$ cat config.mk
export PLATFORM = sky130hd
export DESIGN_NAME = peak_interval_frequency_meter
export DESIGN_NICKNAME = d
export VERILOG_FILES = /design/src/rtl/pifm_pkg.sv /design/src/rtl/pifm_front.sv /design/src/rtl/pifm_jobq.sv /design/src/rtl/pifm_back.sv /design/src/rtl/peak_interval_frequency_meter.sv
export SDC_FILE = /design/constraint.sdc
export NUM_CORES = 1
export LEC_CHECK = 0
export ABC_AREA = 0
export BUFFER_PORTS_ARGS = -buffer_cell sky130_fd_sc_hd__buf_2
export CORE_MARGIN = 10
export CORE_UTILIZATION = 55
export DETAILED_ROUTE_END_ITERATION = 7
export MAX_ROUTING_LAYER = met4
export PLACE_DENSITY = 0.78
export SLEW_MARGIN = 10
export SYNTH_ARGS = -nofsm -noshare
export SYNTH_HDL_FRONTEND = slang
export SYNTH_SLANG_ARGS = --single-unit
$ cat constraint.sdc
create_clock -name clk_i -period 6.7 [get_ports clk_i]
set_clock_uncertainty 0.2 [all_clocks]
set_input_delay 0.67 -clock clk_i [delete_from_list [all_inputs] [get_ports clk_i]]
set_output_delay 0.67 -clock clk_i [all_outputs]
set_load 0.02 [all_outputs]
$ cat src/rtl/pifm_pkg.sv
// Shared types, constants and a helper function of the peak-interval frequency meter.
// No dependencies; every other file of the block uses it by scoped names.
package pifm_pkg;

  localparam int unsigned MAX_WINDOW  = 1024;
  localparam int unsigned IDX_W       = $clog2(MAX_WINDOW);
  localparam int unsigned SAMPLE_BITS = 16;
  localparam int unsigned DATA_W      = 16;
  localparam int unsigned CNT_W       = $clog2(DATA_W);
  localparam int unsigned BCD_DIGITS  = 3;
  localparam int unsigned BCD_W       = 4 * BCD_DIGITS;
  localparam int unsigned SEG_W       = 8;

  localparam logic [DATA_W-1:0] RATE_RESET = DATA_W'(1000);
  localparam logic [SEG_W-1:0]  SEG_DP     = 8'h80;

  localparam int unsigned JOBQ_DEPTH = 2;
  localparam int unsigned JOBQ_PTR_W = (JOBQ_DEPTH > 1) ? $clog2(JOBQ_DEPTH) : 1;
  localparam int unsigned JOBQ_CNT_W = $clog2(JOBQ_DEPTH + 1);

  // Peak tally codes
  localparam logic [1:0] PK_NONE = 2'd0;
  localparam logic [1:0] PK_ONE  = 2'd1;
  localparam logic [1:0] PK_TWO  = 2'd2;

  // One finished window, handed from the front to the back
  typedef struct packed {
    logic              valid;
    logic [IDX_W-1:0]  period;
    logic [DATA_W-1:0] rate;
  } job_t;

  // Seven-segment code of one decimal digit, bit 0 is segment a
  function automatic logic [SEG_W-1:0] seg_encode(input logic [3:0] digit);
    logic [SEG_W-1:0] code;
    case (digit)
      4'd0:    code = 8'h3F;
      4'd1:    code = 8'h06;
      4'd2:    code = 8'h5B;
      4'd3:    code = 8'h4F;
      4'd4:    code = 8'h66;
      4'd5:    code = 8'h6D;
      4'd6:    code = 8'h7D;
      4'd7:    code = 8'h07;
      4'd8:    code = 8'h7F;
      4'd9:    code = 8'h6F;
      default: code = 8'h00;
    endcase
    return code;
  endfunction

endpackage

$ cat src/rtl/pifm_front.sv
// Front part: takes one sample per cycle while the job queue has room, finds the first two local
// peaks of a window and emits one job per window. Holds the sample_rate register. Depends on pifm_pkg.
module pifm_front (
  input  logic                       clk_i,
  input  logic                       rst_ni,
  input  logic                       push_i,
  input  logic                       q_full_i,
  input  logic [pifm_pkg::DATA_W-1:0] sample_value_i,
  input  logic                       last_i,
  input  logic                       cfg_we_i,
  input  logic [pifm_pkg::DATA_W-1:0] cfg_wdata_i,
  output logic                       job_push_o,
  output pifm_pkg::job_t             job_o
);

  logic [pifm_pkg::SAMPLE_BITS-1:0] cur;
  logic [pifm_pkg::SAMPLE_BITS-1:0] prev_q, pprev_q;
  logic [pifm_pkg::IDX_W-1:0]       idx_q, first_q, first_d, per_q, per_d, cand;
  logic [1:0]                       npk_q, npk_d;
  logic [pifm_pkg::DATA_W-1:0]      rate_q;
  logic                             accept, is_peak, end_win;

  assign cur    = sample_value_i[pifm_pkg::SAMPLE_BITS-1:0];
  assign accept = push_i && !q_full_i;
  assign cand   = idx_q - pifm_pkg::IDX_W'(1);

  // The previous sample is judged once its right neighbor is here
  assign is_peak = (idx_q >= pifm_pkg::IDX_W'(2)) && (prev_q > pprev_q) && (prev_q > cur);
  assign end_win = last_i || (idx_q == pifm_pkg::IDX_W'(pifm_pkg::MAX_WINDOW - 1));

  always_comb begin
    first_d = first_q;
    per_d   = per_q;
    npk_d   = npk_q;
    if (is_peak) begin
      if (npk_q == pifm_pkg::PK_NONE) begin
        first_d = cand;
        npk_d   = pifm_pkg::PK_ONE;
      end else if (npk_q == pifm_pkg::PK_ONE) begin
        per_d = cand - first_q;
        npk_d = pifm_pkg::PK_TWO;
      end
    end
  end

  assign job_push_o   = accept && end_win;
  assign job_o.valid  = (npk_d == pifm_pkg::PK_TWO) && (per_d != '0);
  assign job_o.period = per_d;
  assign job_o.rate   = rate_q;

  always_ff @(posedge clk_i or negedge rst_ni) begin
    if (!rst_ni) begin
      prev_q  <= '0;
      pprev_q <= '0;
      idx_q   <= '0;
      first_q <= '0;
      per_q   <= '0;
      npk_q   <= pifm_pkg::PK_NONE;
      rate_q  <= pifm_pkg::RATE_RESET;
    end else begin
      if (cfg_we_i) begin
        rate_q <= cfg_wdata_i;
      end
      if (accept) begin
        if (end_win) begin
          prev_q  <= '0;
          pprev_q <= '0;
          idx_q   <= '0;
          first_q <= '0;
          per_q   <= '0;
          npk_q   <= pifm_pkg::PK_NONE;
        end else begin
          pprev_q <= prev_q;
          prev_q  <= cur;
          idx_q   <= idx_q + pifm_pkg::IDX_W'(1);
          first_q <= first_d;
          per_q   <= per_d;
          npk_q   <= npk_d;
        end
      end
    end
  end

  peak_tally_legal: assert property (@(posedge clk_i) disable iff (!rst_ni)
    (npk_q == pifm_pkg::PK_NONE) || (npk_q == pifm_pkg::PK_ONE) ||
    (npk_q == pifm_pkg::PK_TWO))
    else $error("peak tally out of range");

  second_peak_has_first: assert property (@(posedge clk_i) disable iff (!rst_ni)
    (npk_q == pifm_pkg::PK_TWO) |-> (per_q != '0))
    else $error("second peak recorded with zero period");

  window_bound: assert property (@(posedge clk_i) disable iff (!rst_ni)
    (npk_q != pifm_pkg::PK_NONE) |-> (first_q < idx_q))
    else $error("first peak index not behind current index");

endmodule

$ cat src/rtl/pifm_jobq.sv
// Short job queue between the front and the back of the meter.
// Register-based, depth from pifm_pkg::JOBQ_DEPTH. Depends on pifm_pkg.
module pifm_jobq (
  input  logic           clk_i,
  input  logic           rst_ni,
  input  logic           wr_i,
  input  pifm_pkg::job_t wdata_i,
  output logic           full_o,
  input  logic           rd_i,
  output pifm_pkg::job_t rdata_o,
  output logic           empty_o
);

  pifm_pkg::job_t                  mem_q [pifm_pkg::JOBQ_DEPTH];
  logic [pifm_pkg::JOBQ_PTR_W-1:0] wr_ptr_q, rd_ptr_q;
  logic [pifm_pkg::JOBQ_CNT_W-1:0] cnt_q;
  logic                            do_wr, do_rd;

  assign full_o  = (cnt_q == pifm_pkg::JOBQ_CNT_W'(pifm_pkg::JOBQ_DEPTH));
  assign empty_o = (cnt_q == '0);
  assign do_wr   = wr_i && !full_o;
  assign do_rd   = rd_i && !empty_o;
  assign rdata_o = mem_q[rd_ptr_q];

  function automatic logic [pifm_pkg::JOBQ_PTR_W-1:0] ptr_inc(
    input logic [pifm_pkg::JOBQ_PTR_W-1:0] p);
    logic [pifm_pkg::JOBQ_PTR_W-1:0] n;
    if (p == pifm_pkg::JOBQ_PTR_W'(pifm_pkg::JOBQ_DEPTH - 1)) begin
      n = '0;
    end else begin
      n = p + pifm_pkg::JOBQ_PTR_W'(1);
    end
    return n;
  endfunction

  always_ff @(posedge clk_i) begin
    if (do_wr) begin
      mem_q[wr_ptr_q] <= wdata_i;
    end
  end

  always_ff @(posedge clk_i or negedge rst_ni) begin
    if (!rst_ni) begin
      wr_ptr_q <= '0;
      rd_ptr_q <= '0;
      cnt_q    <= '0;
    end else begin
      if (do_wr) begin
        wr_ptr_q <= ptr_inc(wr_ptr_q);
      end
      if (do_rd) begin
        rd_ptr_q <= ptr_inc(rd_ptr_q);
      end
      if (do_wr && !do_rd) begin
        cnt_q <= cnt_q + pifm_pkg::JOBQ_CNT_W'(1);
      end else if (do_rd && !do_wr) begin
        cnt_q <= cnt_q - pifm_pkg::JOBQ_CNT_W'(1);
      end
    end
  end

  count_bound: assert property (@(posedge clk_i) disable iff (!rst_ni)
    cnt_q <= pifm_pkg::JOBQ_CNT_W'(pifm_pkg::JOBQ_DEPTH))
    else $error("job queue overfilled");

  empty_ptrs_meet: assert property (@(posedge clk_i) disable iff (!rst_ni)
    (cnt_q == '0) |-> (rd_ptr_q == wr_ptr_q))
    else $error("job queue pointers disagree with count");

  write_lands: assert property (@(posedge clk_i) disable iff (!rst_ni)
    (wr_i && !full_o && !rd_i) |=> (cnt_q == $past(cnt_q) + pifm_pkg::JOBQ_CNT_W'(1)))
    else $error("job queue write lost");

endmodule

$ cat src/rtl/pifm_back.sv
// Back part: divides sample_rate by the peak period, converts the quotient to three
// decimal digits and holds the result in an output register. Depends on pifm_pkg.
module pifm_back (
  input  logic                          clk_i,
  input  logic                          rst_ni,
  input  pifm_pkg::job_t                job_i,
  input  logic                          q_empty_i,
  output logic                          q_pop_o,
  input  logic                          pop_i,
  output logic                          empty_o,
  output logic [pifm_pkg::DATA_W-1:0]   frequency_o,
  output logic                          valid_res_o,
  output logic [pifm_pkg::SEG_W-1:0]    seg_hundreds_o,
  output logic [pifm_pkg::SEG_W-1:0]    seg_tens_o,
  output logic [pifm_pkg::SEG_W-1:0]    seg_ones_o
);

  typedef enum logic [1:0] {S_IDLE, S_DIV, S_BCD, S_HOLD} state_e;

  state_e                         state_q;
  logic [pifm_pkg::CNT_W-1:0]     cnt_q;
  logic [pifm_pkg::DATA_W-1:0]    a_q, a_d, f_q;
  logic [pifm_pkg::IDX_W-1:0]     d_q, r_q, r_d;
  logic                           v_q;
  logic [pifm_pkg::BCD_W-1:0]     bcd_q, bcd_adj;
  logic [pifm_pkg::IDX_W:0]       sh;
  logic [pifm_pkg::IDX_W+1:0]     diff;
  logic                           out_full_q, last_step, out_load;

  logic [pifm_pkg::DATA_W-1:0]    freq_q;
  logic                           valid_q;
  logic [pifm_pkg::SEG_W-1:0]     seg_h_q, seg_t_q, seg_o_q;

  assign q_pop_o   = (state_q == S_IDLE) && !q_empty_i;
  assign last_step = (cnt_q == pifm_pkg::CNT_W'(pifm_pkg::DATA_W - 1));
  // Load the output register when it is free or being drained this cycle
  assign out_load  = (state_q == S_HOLD) && (!out_full_q || pop_i);

  // One restoring-division step: remainder stays below the divisor
  assign sh   = {r_q, a_q[pifm_pkg::DATA_W-1]};
  assign diff = {1'b0, sh} - {2'b00, d_q};

  always_comb begin
    if (!diff[pifm_pkg::IDX_W+1]) begin
      r_d = diff[pifm_pkg::IDX_W-1:0];
      a_d = {a_q[pifm_pkg::DATA_W-2:0], 1'b1};
    end else begin
      r_d = sh[pifm_pkg::IDX_W-1:0];
      a_d = {a_q[pifm_pkg::DATA_W-2:0], 1'b0};
    end
  end

  // Double-dabble correction per digit; carries past the top digit drop
  always_comb begin
    for (int k = 0; k < pifm_pkg::BCD_DIGITS; k++) begin
      if (bcd_q[4*k +: 4] >= 4'd5) begin
        bcd_adj[4*k +: 4] = bcd_q[4*k +: 4] + 4'd3;
      end else begin
        bcd_adj[4*k +: 4] = bcd_q[4*k +: 4];
      end
    end
  end

  always_ff @(posedge clk_i or negedge rst_ni) begin
    if (!rst_ni) begin
      state_q    <= S_IDLE;
      cnt_q      <= '0;
      a_q        <= '0;
      f_q        <= '0;
      d_q        <= '0;
      r_q        <= '0;
      v_q        <= 1'b0;
      bcd_q      <= '0;
      out_full_q <= 1'b0;
      freq_q     <= '0;
      valid_q    <= 1'b0;
      seg_h_q    <= '0;
      seg_t_q    <= '0;
      seg_o_q    <= '0;
    end else begin
      if (out_load) begin
        out_full_q <= 1'b1;
      end else if (pop_i) begin
        out_full_q <= 1'b0;
      end
      case (state_q)
        S_IDLE: begin
          if (!q_empty_i) begin
            a_q     <= job_i.rate;
            d_q     <= job_i.period;
            v_q     <= job_i.valid;
            r_q     <= '0;
            cnt_q   <= '0;
            state_q <= S_DIV;
          end
        end
        S_DIV: begin
          r_q <= r_d;
          if (last_step) begin
            // Invalid windows report zero
            a_q     <= v_q ? a_d : '0;
            f_q     <= v_q ? a_d : '0;
            bcd_q   <= '0;
            cnt_q   <= '0;
            state_q <= S_BCD;
          end else begin
            a_q   <= a_d;
            cnt_q <= cnt_q + pifm_pkg::CNT_W'(1);
          end
        end
        S_BCD: begin
          bcd_q <= {bcd_adj[pifm_pkg::BCD_W-2:0], a_q[pifm_pkg::DATA_W-1]};
          a_q   <= {a_q[pifm_pkg::DATA_W-2:0], 1'b0};
          if (last_step) begin
            cnt_q   <= '0;
            state_q <= S_HOLD;
          end else begin
            cnt_q <= cnt_q + pifm_pkg::CNT_W'(1);
          end
        end
        S_HOLD: begin
          if (out_load) begin
            freq_q     <= f_q;
            valid_q    <= v_q;
            seg_h_q    <= pifm_pkg::seg_encode(bcd_q[11:8]);
            seg_t_q    <= pifm_pkg::seg_encode(bcd_q[7:4]);
            seg_o_q    <= pifm_pkg::seg_encode(bcd_q[3:0]) | pifm_pkg::SEG_DP;
            state_q    <= S_IDLE;
          end
        end
        default: begin
          state_q <= S_IDLE;
        end
      endcase
    end
  end

  assign empty_o        = !out_full_q;
  assign frequency_o    = freq_q;
  assign valid_res_o    = valid_q;
  assign seg_hundreds_o = seg_h_q;
  assign seg_tens_o     = seg_t_q;
  assign seg_ones_o     = seg_o_q;

  hold_while_blocked: assert property (@(posedge clk_i) disable iff (!rst_ni)
    (state_q == S_HOLD && out_full_q && !pop_i) |=> (state_q == S_HOLD))
    else $error("result dropped while output register occupied");

  invalid_reads_zero: assert property (@(posedge clk_i) disable iff (!rst_ni)
    (out_full_q && !valid_q) |-> (freq_q == '0))
    else $error("invalid result carries nonzero frequency");

  idle_counter_clear: assert property (@(posedge clk_i) disable iff (!rst_ni)
    (state_q == S_IDLE || state_q == S_HOLD) |-> (cnt_q == '0))
    else $error("step counter not cleared between jobs");

  pop_only_in_idle: assert property (@(posedge clk_i) disable iff (!rst_ni)
    q_pop_o |=> (state_q == S_DIV))
    else $error("job taken without starting division");

endmodule

$ cat src/rtl/peak_interval_frequency_meter.sv
// Top level of the peak-interval frequency meter.
// Instantiates pifm_front, pifm_jobq and pifm_back; depends on pifm_pkg.
//
// Usage:
//   Samples enter through a queue-style port: a sample transfers on a rising edge
//   with push high and full low; last marks the final sample of a window, and the
//   MAX_WINDOW-th sample of a window closes it regardless of last.
//   Results leave through a queue-style port: while empty is low the oldest result
//   sits on frequency_o, valid_res_o and the seg_*_o ports; it transfers on a
//   rising edge with pop high and empty low.
//   sample_rate is written through cfg_we_i / cfg_wdata_i with no wait;
//   write it only while the block is idle.
// Timing:
//   Peak detection takes one sample per cycle while full is low. A closed window
//   becomes a job in a two-entry queue; the back unit picks up the job, runs a
//   bit-serial restoring division, then binary-to-BCD conversion, and then loads
//   the output register, waiting while that register is occupied. It takes no new
//   job until the result is loaded.
//   full rises only while both queue entries wait.
// Reset:
//   Clears the window state, empties the queue and output, and sets sample_rate
//   to 1000. When the receiver stalls, the result is held, the back unit parks
//   its next result, and samples keep flowing until the job queue fills.
module peak_interval_frequency_meter (
  input  logic                             clk_i,
  input  logic                             rst_ni,
  input  logic                             push,
  output logic                             full,
  input  logic [pifm_pkg::DATA_W-1:0]      sample_value_i,
  input  logic                             last_i,
  input  logic                             cfg_we_i,
  input  logic [pifm_pkg::DATA_W-1:0]      cfg_wdata_i,
  output logic                             empty,
  input  logic                             pop,
  output logic [pifm_pkg::DATA_W-1:0]      frequency_o,
  output logic                             valid_res_o,
  output logic [pifm_pkg::SEG_W-1:0]       seg_hundreds_o,
  output logic [pifm_pkg::SEG_W-1:0]       seg_tens_o,
  output logic [pifm_pkg::SEG_W-1:0]       seg_ones_o
);

  pifm_pkg::job_t wjob, rjob;
  logic           job_push, q_full, q_empty, q_pop;

  // Stall sample intake only when no room is left for a finished window
  assign full = q_full;

  pifm_front u_front (
    .clk_i          (clk_i),
    .rst_ni         (rst_ni),
    .push_i         (push),
    .q_full_i       (q_full),
    .sample_value_i (sample_value_i),
    .last_i         (last_i),
    .cfg_we_i       (cfg_we_i),
    .cfg_wdata_i    (cfg_wdata_i),
    .job_push_o     (job_push),
    .job_o          (wjob)
  );

  // Decouple the streaming front from the multi-cycle back
  pifm_jobq u_jobq (
    .clk_i   (clk_i),
    .rst_ni  (rst_ni),
    .wr_i    (job_push),
    .wdata_i (wjob),
    .full_o  (q_full),
    .rd_i    (q_pop),
    .rdata_o (rjob),
    .empty_o (q_empty)
  );

  pifm_back u_back (
    .clk_i          (clk_i),
    .rst_ni         (rst_ni),
    .job_i          (rjob),
    .q_empty_i      (q_empty),
    .q_pop_o        (q_pop),
    .pop_i          (pop),
    .empty_o        (empty),
    .frequency_o    (frequency_o),
    .valid_res_o    (valid_res_o),
    .seg_hundreds_o (seg_hundreds_o),
    .seg_tens_o     (seg_tens_o),
    .seg_ones_o     (seg_ones_o)
  );

endmodule

Yosys cells after proc, flatten, opt, wreduce, memory -nomap -nowiden
Memories as Yosys holds them, arrays and structs flattened. A register that Yosys moved wholly into a read port is not among the register bits.
Cells that the tools add are included.
{"block": "word_totals", "ff_bits": 197, "ram_bits": 54, "mem_bits_ro": 336, "inputBits": 38, "out_inout_bits": 43, "word_cells": 145, "memories": 4}
{"block": "classes", "addsub": 12, "magnitude_cmp": 6, "n_eq_ne": 12, "n_mux": 43, "bitwise": 1, "reduce_logical": 43}
{"name": "(no name shown)", "depth": 16, "width": 7, "read_ports": 1, "rd_clocked_by_memory_dff": 1, "write_ports": 0, "line_no": "pifm_pkg.sv:36", "rtl": "case (digit)"}
{"name": "(no name shown)", "depth": 16, "width": 7, "read_ports": 1, "rd_clocked_by_memory_dff": 1, "write_ports": 0, "line_no": "pifm_pkg.sv:36"}
{"name": "(no name shown)", "depth": 16, "width": 7, "read_ports": 1, "rd_clocked_by_memory_dff": 1, "write_ports": 0, "line_no": "pifm_pkg.sv:36"}
{"name": "u_jobq.mem_q", "depth": 2, "width": 27, "read_ports": 1, "rd_clocked_by_memory_dff": 0, "write_ports": 1, "line_no": "pifm_jobq.sv:14", "rtl": "pifm_pkg::job_t mem_q [pifm_pkg::JOBQ_DEPTH];"}
{"cell": "$mux 10", "count": 10}
{"cell": "$mux 16", "count": 5}
{"cell": "$pmux 16 s3", "count": 1}
{"cell": "$gt 16x16->1", "count": 2}
{"cell": "$pmux 12 s2", "count": 1}
{"cell": "$mux 2", "count": 10}
{"cell": "$pmux 10 s2", "count": 1}
{"cell": "$mux 4", "count": 4}
{"cell": "$reduce_and 2->1", "count": 7}
{"cell": "$reduce_bool 2->1", "count": 7}
{"cell": "$ge 4x3->1 const B", "count": 3}
{"cell": "$mux 12", "count": 1}
{"cell": "$sub 11x10->12", "count": 1}
{"cell": "$logic_and 1x1->1", "count": 11}
{"cell": "$add 10x1->10 const B", "count": 1}
{"cell": "$eq 10x10->1 const B", "count": 1}
{"cell": "$ge 10x2->1 const B", "count": 1}
{"cell": "$reduce_bool 10->1", "count": 1}
{"cell": "$sub 10x1->10 const B", "count": 1}
{"cell": "$sub 10x10->10", "count": 1}
{"cell": "$add 4x2->4 const B", "count": 2}
{"cell": "$eq 2x2->1 const B", "count": 4}
{"cell": "$logic_not 1->1", "count": 8}
{"cell": "$pmux 2 s4", "count": 1}
{"cell": "other kinds (19)", "count": 32}

Logic depth before layout (Yosys ltp)
Gate-level depths: netlist of run 1.
{"block": "depth", "word_depth": 9, "depth_mapped": 13, "ltp_nobuf": 12}

Modules after synthesis
From an unflattened synthesis of run 1, not the netlist that was laid out.
{"block": "unflattened", "hier_cells": 1209, "area_unflattened_um2": 12827.3}
{"module": "pifm_back", "n_inst": 1, "cells_per_inst": 608, "area_per_inst_um2": 5714.2, "seq_area_each_um2": 2777.7}
{"module": "pifm_front", "n_inst": 1, "cells_per_inst": 498, "area_per_inst_um2": 4868.4, "seq_area_each_um2": 2009.4}
{"module": "pifm_jobq", "n_inst": 1, "cells_per_inst": 103, "area_per_inst_um2": 2244.7, "seq_area_each_um2": 1721.7}

Worst setup path after synthesis of run 1
OpenSTA, ideal clock, no wires.
{"block": "synth_timing", "path_kind": "register to register", "startpoint": "register u_front.idx_q[4] in the netlist's numbering", "endpoint": "memory u_jobq.mem_q[0][0] in the netlist's numbering (enable)", "arrival_ps": 3215, "t_required_ps": 6055, "path_slack_ps": 2840, "stages_incl_launch_ff": 7, "n_path_buf": 2, "cell_sequence": "dfrtp_1 > buf_2 > and4_1 > and4_1 > a31oi_2 > clkbuf_1 > nor3_1"}
{"block": "synth_via", "elab_chain_cells": 6}
{"element": "from (decl)", "line_no": "pifm_front.sv:18", "rtl": "logic [pifm_pkg::IDX_W-1:0] idx_q, first_q, first_d, per_q, per_d, cand;"}
{"element": "from (signal assigned)", "line_no": "pifm_front.sv:75", "rtl": "idx_q <= idx_q + pifm_pkg::IDX_W'(1);"}
{"element": "$eq 10x10->1", "line_no": "pifm_front.sv:29", "rtl": "assign end_win = last_i || (idx_q == pifm_pkg::IDX_W'(pifm_pkg::MAX_WINDOW - 1));"}
{"element": "$logic_or 1x1->1", "line_no": "pifm_front.sv:29"}
{"element": "$logic_and 1x1->1", "line_no": "pifm_front.sv:46", "rtl": "assign job_push_o = accept && end_win;"}
{"element": "$logic_and 1x1->1", "line_no": "pifm_jobq.sv:21", "rtl": "assign do_wr = wr_i && !full_o;"}
{"element": "$mux 1", "line_no": "pifm_jobq.sv:37", "rtl": "if (do_wr) begin"}
{"element": "$mux 1 (implied by the code)", "line_no": "pifm_jobq.sv:38", "rtl": "mem_q[wr_ptr_q] <= wdata_i;"}
{"element": "to (decl)", "line_no": "pifm_jobq.sv:14"}
No other way between the ends.

==> results.md, run 1 <==
| Result | Reported | Unit |
|:---|:---|:---|
| Top FF cell, synth | dfrtp_1 | - |
| Routability-driven placement congestion ratio | 0.866 | - |
| Gate count after technology mapping | 1221 | - |
| Nets@finish | 1410 | - |
| Initial Util | 56.5 | % |
| Cell accounting for the most synthesized area | dfrtp_1 | - |
| TritonCTS clock tree | done | - |
| Synth area leaders | dfrtp_1 (38%), edfxtp_1 (13%), ha_1 (8.4%), nand2_1 (6.5%), o21ai_0 (4.9%) | - |
| Time the worst path needs with I/O delays and setup | 3520 | ps |
| Count of cell types in the netlist | 65 | - |
| Total length of routed wires | 24.8 | mm |
| Die extent in y | 170 | um |
| Mapped Area | 0.0125 | mm^2 |
| Synth-to-Final Area Change | 12.5 | % |
| Async set-or-reset flop fraction in the synthesized netlist | 78.3 | % |
| Core Area | 0.0220 | mm^2 |
| Ratio of cells with drive above 1 in the final layout | 13.8 | % |
| Critical path capture point type | flip-flop | - |
| Data required time at the worst endpoint | 6780 | ps |
| Critical Setup Path Class | flip-flop to flip-flop | - |
| Final hold violation count | 0 | - |
| Sequential fraction of design power | 34.8 | % |
| Combined area of the multi-input logic cells | 0.00543 | mm^2 |
| Reported leakage power | 0.00647 | uW |
| Htree depth | 1 | - |
| Sum Neg Setup Slack | 0 | ps |
| Sum of net half-perimeters after detailed placement | 17.1 | mm |
| Result of the run | completed | - |
| Worst-Margin Slew | 1150 | ps |
| Vias after detailed routing | 8847 | - |
| Sink count of the clock tree | 249 | - |
| Unrepaired setup endpoints after global routing | no | - |
| Crit start category | flip-flop | - |
| Number of optimization iterations in the first detailed-route pass | 4 | - |
| Clock latency on the worst-skew pair | 530 | ps |
| Switching part of the total | 38.7 | % |
| CTS root buffer | clkbuf_16 | - |
| # fillers | 1720 | - |
| Wire length of the first global-routing pass | 41.8 | mm |
| Via/cell ratio | 5.57 | - |
| Final setup violation count | 0 | - |
| #FFs+latches synth | 249 | - |
| Net Switching | 2410 | uW |
| Total congestion overflow after global routing | 0 | - |
| Top post-synthesis cells by count | nand2_1 (215), dfrtp_1 (189), o21ai_0 (122) | - |
| Count of port buffers added during placement | 78 | - |
| Clock power share | 24.6 | % |
| Average instance area after synthesis | 10.2 | um^2 |
| Slew headroom | 23.2 | % |
| Hold buffer count at CTS | 0 | - |
| Post-synth EDFFs | 54 | - |
| Overall routing resource usage | 17.4 | % |
| Mean routed wirelength per cell | 15.6 | um |
| Number of violations of the max-capacitance limit | 0 | - |
| Number of antenna-violating nets in the routed design | 0 | - |
| Cell internal pwr | 3820 | uW |
| Die width | 170 | um |
| Share of synthesized area occupied by flip-flops and latches | 52.3 | % |
| Number of global-route vias before repair | 8693 | - |
| Largest net degree at the start of global routing | 126 | - |
| Final Hold Slack | 74.4 | ps |
| Most frequent cell after synthesis | nand2_1 | - |
| Clock-pin slew of the registers on the worst-case setup and hold paths | 60 | ps |
| Seq. cell area | 0.00651 | mm^2 |
| Post-layout util | 63.6 | % |
| Max-slew violation count | 0 | - |
| Crit Path Max Fanout | 7 | - |
| Total number of yosys warnings | 0 | - |
| Post-cts gate resize count | 0 | - |
| Row count | 54 | - |
| Power density over the cells | 445 | mW/mm^2 |
| DRC viols | 0 | - |
| Fmax | 284 | MHz |
| Synth top area share | 38.0 | % |
| Share of power burned in combinational logic | 40.6 | % |
| Die Footprint | 0.0291 | mm^2 |
| Buffers from clock root to sink, at most | 3 | - |
| Crit path arrival time | 3600 | ps |
| Number of top-level pins | 81 | - |
| Number of setup buffers added after CTS | 0 | - |
| Antenna diodes | 0 | - |
| Fraction of the cycle the final worst path needs | 52.5 | % |
| CTS buffer count | 27 | - |
| Worst min-delay path category | input port to asynchronous set/reset pin | - |
| Maximum vdd drop | 0.314 | mV |
| Initial antenna violation count | 0 | - |
| 1st-iter DRT viols | 715 | - |
-- state kept, by name, indices dropped and copies added, names as in the netlist, 4 cells and up --
register               count
u_back.d_q                10
u_back.seg_ones_o          8
u_back.bcd_q              12
u_front.idx_q             10
u_front.first_q           10
u_back.seg_tens_o          7
u_back.frequency_o        16
u_jobq.mem_q              54
u_back.r_q                10
u_front.pprev_q           16
u_back.cnt_q               4
u_back.a_q                16
u_front.prev_q            16
u_front.rate_q            16
u_back.f_q                16
u_back.seg_hundreds_o      7
u_front.per_q             10
-- power by group through the flow --
stage               registers, uW  logic [uW]  clock network [uW]
detailed placement           2190        2510                   0
finish                       2170        2530                1530
global placement             2170        2400                   0
CTS                          2170        2530                1560
floorplan                    2160        1890                   0
global route                 2210        2850                1620
-- path summary, 6_finish.rpt --
kind | from | end | slack (ps) | cells past startpoint
max in group asynchronous | rst_ni | u_front.first_q[2]$_DFFE_PN0P_ | 4770 | 2
min in group clk_i | cfg_wdata_i[8] | u_front.rate_q[8]$_DFFE_PN1P_ | 160 | 2
setup reg to reg | u_front.idx_q[0]$_DFFE_PN0P_ | u_jobq.mem_q[0][26]$_DFFE_PP_ | 3180 | 11
hold / removal | rst_ni | u_back.seg_tens_o[4]$_DFFE_PN0P_ | 70 | 1
hold reg to reg | u_back.seg_tens_o[5]$_DFFE_PN0P_ | u_back.seg_tens_o[5]$_DFFE_PN0P_ | 260 | 2
setup / recovery | u_front.idx_q[0]$_DFFE_PN0P_ | u_jobq.mem_q[0][26]$_DFFE_PP_ | 3180 | 11
-- critical path: stages (launching register included) --
cell and delay, ps:
dfrtp_1 450, inv_1 130, ha_1 240, xor2_1 160
ha_1 340, nor2b_1 160, o31a_1 280, o21ai_0 160
a21oi_1 130, nor4b_1 290, or4b_1 460, o31a_1 260
-- cell families after synthesis --
logic type               after synthesis  synth area share [%]
multiplexers                          63                  5.33
AO/OA/AOI/OAI                        276                  13.7
XOR/XNOR                              36                  2.53
other                                  1                0.0301
AND/OR/NAND/NOR                      376                  13.2
adder cells (fa/ha/maj)               86                  8.76
flip-flops                           249                  52.3
buffers and inverters                134                  4.17
-- layout by cell type, fill, tap and decap left out, types with 5 or more instances in the layout --
master     synthesis  routed
o31ai_1           21      21
mux2i_1           37      37
nand3_1           33      33
xnor2_1           20      20
nor2b_1            7       7
xor2_1            16      16
clkbuf_16          0      27
dfstp_2            6       6
o21a_1             6       6
inv_1             79      79
o21ai_0          122     122
buf_4              2      12
buf_2              6      77
edfxtp_1          54      54
a22o_1            28      28
clkbuf_8           0       5
nor3_1             9       8
nor4_1             5       5
a31oi_1            5       5
ha_1              84      84
a21oi_1           53      53
a21o_1             6       6
dfrtp_1          189     189
nand4_1            8       8
nand2_1          215     215
nor2_1            66      66
mux2_2            26      26
nand2b_1          10      10
clkinv_2           0       6
-- metal layers --
metal / global-route usage (%) / wire [um]
met3: 2.73 / 1150
met4: 3.97 / 416
met5: - / 0
met1: 22.5 / 11200
met2: 28.6 / 12000
-- layout make-up --
| cell class | count | share of cell area (%) |
|---|---|---|
| Clock buffer | 35 | 5.32 |
| Clock inverter | 15 | 1.33 |
| Inverter | 79 | 2.12 |
| Multi-Input combinational cell | 839 | 38.8 |
| Sequential cell | 249 | 46.5 |
| Tap cell | 280 | 2.50 |
| Timing Repair Buffer | 90 | 3.49 |
-- through the flow --
| step | setup slack, ps | total power [uW] | area [um^2] | instances |
|---|---|---|---|---|
| after floorplan | 2840 | 4050 | 12500 | 1222 |
| after global placement | 3250 | 4580 | 13100 | 1537 |
| after detailed placement | 3160 | 4700 | 13100 | 1537 |
| after CTS | 3230 | 6260 | 14000 | 1587 |
| after global routing | 3030 | 6680 | 14000 | 1587 |
| final | 3180 | 6230 | 14000 | 1587 |
(Power assumes the default switching activity.)
==> inputs of run 2 (changes only) <==
ABC_AREA = 1   (was 0)
clock period = 3.5 ns   (was 6.7 ns; I/O delays follow)
==> run 2 against run 1 <==
Global-route usage up 1.0 points. Worst hold slack worse by 28 ps. Count of clock-buffer cells in the layout up 2. Critical path type unchanged. Largest cell class unchanged.
==> results.md, run 2 <==
| Result | Reported | Unit | Change |
|:---|:---|:---|:---|
| Result of the run | completed | - | unchanged |
| Cell total after placement | 1746 | - | was 1537 |
| Fraction of the cycle the final worst path needs | 90.7 | % | was 52.5% |
| Count of port buffers added during placement | 78 | - | unchanged |
| Core Area | 0.0227 | mm^2 | was 0.0220 mm^2 |
| Worst min-delay path category | input port to flip-flop | - | was input port to asynchronous set/reset pin |
| Top FF cell, synth | dfrtp_1 | - | unchanged |
| Count of cell types in the netlist | 52 | - | was 65 |
| Number of violations of the max-capacitance limit | 0 | - | unchanged |
| Number of global-route vias before repair | 9661 | - | was 8693 |
| Clock latency on the worst-skew pair | 530 | ps | about the same |
| Power density over the cells | 810 | mW/mm^2 | was 445 mW/mm^2 |
| Time the worst path needs with I/O delays and setup | 3170 | ps | was 3520 ps |
| Number of optimization iterations in the first detailed-route pass | 6 | - | was 4 |
| Post-synth EDFFs | 54 | - | unchanged |
| Die width | 172 | um | was 170 um |
| Sequential fraction of design power | 34.6 | % | was 34.8% |
| Total length of routed wires | 26.5 | mm | was 24.8 mm |
| Async set-or-reset flop fraction in the synthesized netlist | 78.3 | % | unchanged |
| #FFs+latches synth | 249 | - | unchanged |
| Unrepaired setup endpoints after global routing | no | - | unchanged |
| Largest net degree at the start of global routing | 86 | - | was 126 |
| Gate count after technology mapping | 1414 | - | was 1221 |
| Clock-pin slew of the registers on the worst-case setup and hold paths | 60 | ps | about the same |
| Leading cell type in the layout, fill and taps excluded | nand2_1 | - | unchanged |
| Reported leakage power | 0.00685 | uW | was 0.00647 uW |
| Critical path capture point type | flip-flop | - | unchanged |
| Mapped Area | 0.0127 | mm^2 | was 0.0125 mm^2 |
| Htree depth | 1 | - | unchanged |
| Routability-driven placement congestion ratio | 0.901 | - | was 0.866 |
| Maximum vdd drop | 0.427 | mV | was 0.314 mV |
| Average instance area after synthesis | 8.98 | um^2 | was 10.2 um^2 |
| Die extent in y | 172 | um | was 170 um |
| Register with the highest flop count | u_jobq.mem_q | - | unchanged |
| Ratio of cells with drive above 1 in the final layout | 12.5 | % | was 13.8% |
| Post-placement setup slack | 309 | ps | was 3160 ps |
| Data required time at the worst endpoint | 3580 | ps | was 6780 ps |
| Nets@finish | 1647 | - | was 1410 |
| Max-slew violation count | 0 | - | unchanged |
| Crit Path Max Fanout | 7 | - | unchanged |
| TritonCTS clock tree | done | - | unchanged |
| Total congestion overflow after global routing | 0 | - | unchanged |
| Die Footprint | 0.0296 | mm^2 | was 0.0291 mm^2 |
| Overall routing resource usage | 18.5 | % | was 17.4% |
| Clock power share | 21.5 | % | was 24.6% |
| Number of antenna-violating nets in the routed design | 0 | - | unchanged |
| Sink count of the clock tree | 249 | - | unchanged |
| Mean routed wirelength per cell | 14.5 | um | was 15.6 um |
| Row count | 55 | - | was 54 |
| Synth top area share | 37.2 | % | was 38.0% |
| DRC viols | 0 | - | unchanged |
| CTS buffer count | 26 | - | was 27 |
| Most frequent cell after synthesis | nand2_1 | - | unchanged |
| Top post-synthesis cells by count | nand2_1 (301), inv_1 (198), dfrtp_1 (189) | - | was nand2_1 (215), dfrtp_1 (189), o21ai_0 (122) |
| Antenna diodes | 0 | - | unchanged |
| Combined area of the multi-input logic cells | 0.00521 | mm^2 | was 0.00543 mm^2 |
| Share of synthesized area occupied by flip-flops and latches | 51.2 | % | was 52.3% |
| Buffers from clock root to sink, at most | 3 | - | unchanged |
| Final setup violation count | 0 | - | unchanged |
| Net Switching | 4890 | uW | was 2410 uW |
| CTS root buffer | clkbuf_16 | - | unchanged |
| Vias after detailed routing | 9710 | - | was 8847 |
| Total number of yosys warnings | 0 | - | unchanged |
| # fillers | 1864 | - | was 1720 |
| Cell accounting for the most synthesized area | dfrtp_1 | - | unchanged |
| Synth-to-Final Area Change | 14.1 | % | was 12.5% |
| Final Instance Count excl. Fillers | 1827 | - | was 1587 |
| Seq. cell area | 0.00651 | mm^2 | unchanged |
| Final hold violation count | 0 | - | unchanged |
| Crit start category | flip-flop | - | unchanged |
| Switching part of the total | 41.7 | % | was 38.7% |
| Worst-Margin Slew | 899 | ps | was 1150 ps |
| Commonest cells after routing, fill and taps aside | nand2_1 (301), inv_1 (197), dfrtp_1 (189), o21ai_0 (97), nor2_1 (93) | - | was nand2_1 (215), dfrtp_1 (189), o21ai_0 (122), ha_1 (84), inv_1 (79) |
| Crit path arrival time | 3260 | ps | was 3600 ps |
| 1st-iter DRT viols | 793 | - | was 715 |
| Wire length of the first global-routing pass | 44.8 | mm | was 41.8 mm |
| Synth area leaders | dfrtp_1 (37%), edfxtp_1 (13%), nand2_1 (8.9%), ha_1 (8.3%), inv_1 (5.9%) | - | was dfrtp_1 (38%), edfxtp_1 (13%), ha_1 (8.4%), nand2_1 (6.5%), o21ai_0 (4.9%) |
| Sum of net half-perimeters after detailed placement | 18.3 | mm | was 17.1 mm |
| Share of power burned in combinational logic | 43.9 | % | was 40.6% |
| Initial Util | 55.9 | % | was 56.5% |
| Critical Setup Path Class | flip-flop to flip-flop | - | unchanged |
| Via/cell ratio | 5.31 | - | was 5.57 |
| Slew headroom | 39.8 | % | was 23.2% |
| Cell internal pwr | 6850 | uW | was 3820 uW |
| Number of top-level pins | 81 | - | unchanged |
| Flip-flop count of the largest register after layout | 54 | - | unchanged |
| Final critical-path setup slack | 326 | ps | was 3180 ps |
| Initial antenna violation count | 0 | - | unchanged |
| Sum Neg Setup Slack | 0 | ps | unchanged |
| Fmax | 315 | MHz | was 284 MHz |
-- run 2: power groups by stage --
stage | logic [uW] | registers, uW | clock network, uW
CTS | 5160 | 4060 | 2580
detailed placement | 5090 | 4100 | 0
floorplan | 3880 | 4080 | 0
global placement | 4920 | 4070 | 0
finish | 5160 | 4060 | 2520
global route | 5900 | 4150 | 2700
-- run 2: timing repair --
| action | CTS | global route |
|---|---|---|
| hold buffers | 34 | 0 |
| endpoints found under the hold margin | 116 | 0 |
| buffers inserted | 0 | 0 |
| resized for setup | 0 | 2 |
| setup endpoints to repair | 0 | 2 |
-- run 2: critical path, stage by stage, from the launching register on --
cell and delay, ps:
dfrtp_1 420, inv_2 140, ha_1 220, nand4_1 180, xor2_1 210, inv_1 70, ha_1 340, nand2_1 130
inv_1 50, a21oi_1 170, nand3_1 90, nand3_1 90, nand2_1 50, nand2_1 50, nand2_1 50, nand2_1 70
nand3_1 80, nor2_1 140, nand3_1 90, nand2_1 70, inv_1 50
-- run 2: area by class of cell --
class / count / area share, %
Timing Repair Buffer: 123 / 5.84
Clock buffer: 37 / 4.91
Tap cell: 285 / 2.46
Inverter: 212 / 5.49
Multi-Input combinational cell: 911 / 35.9
Sequential cell: 249 / 44.9
Clock inverter: 10 / 0.440
-- run 2: kinds of logic (layout without fill, tap and decap cells) --
kind of cell	Yosys count	after routing	synth area share, %
fa+ha+maj	86	86	8.59
buf+inv	255	382	7.86
other cells	1	2	0.0295
flops	249	249	51.2
compound gates	286	286	12.7
simple gates	498	498	16.6
mux	16	16	1.42
xor+xnor	23	23	1.59
-- run 2: through the flow --
step / total power (uW) / util [%] / cell area, um^2 / hold WS [ps]
2_1_floorplan: 7960 / - / 12700 / -146
3_3_place_gp: 8990 / 58.9 / 13400 / 247
3_5_place_dp: 9190 / 58.9 / 13400 / 255
4_1_cts: 11800 / 63.8 / 14500 / 20.6
5_1_grt: 12800 / 63.8 / 14500 / 40.9
6_report: 11700 / 63.8 / 14500 / 46.1
-- run 2: final timing paths --
check | start | endpoint | slack [ps] | cells past startpoint
min reg2reg | u_back.seg_ones_o[7]$_DFFE_PN0P_ | u_back.seg_ones_o[7]$_DFFE_PN0P_ | 260 | 1
max in group asynchronous | rst_ni | u_back.frequency_o[11]$_DFFE_PN0P_ | 1890 | 4
min in group asynchronous | rst_ni | u_back.r_q[7]$_DFFE_PN0P_ | 250 | 2
max reg2reg | u_front.idx_q[0]$_DFFE_PN0P_ | u_jobq.mem_q[1][26]$_DFFE_PP_ | 330 | 20
max | u_front.idx_q[0]$_DFFE_PN0P_ | u_jobq.mem_q[1][26]$_DFFE_PP_ | 330 | 20
min | push | u_front.per_q[7]$_DFFE_PN0P_ | 50 | 3
-- run 2: metal layers --
layer / global-route usage (%) / vias to the layer above / share of wire [%]
met1: 23.4 / 4594 / 44
met3: 2.64 / 32 / 4.8
met2: 30.8 / 199 / 49
met5: - / - / 0
met4: 4.42 / 0 / 1.5
li1: - / 4885 / -
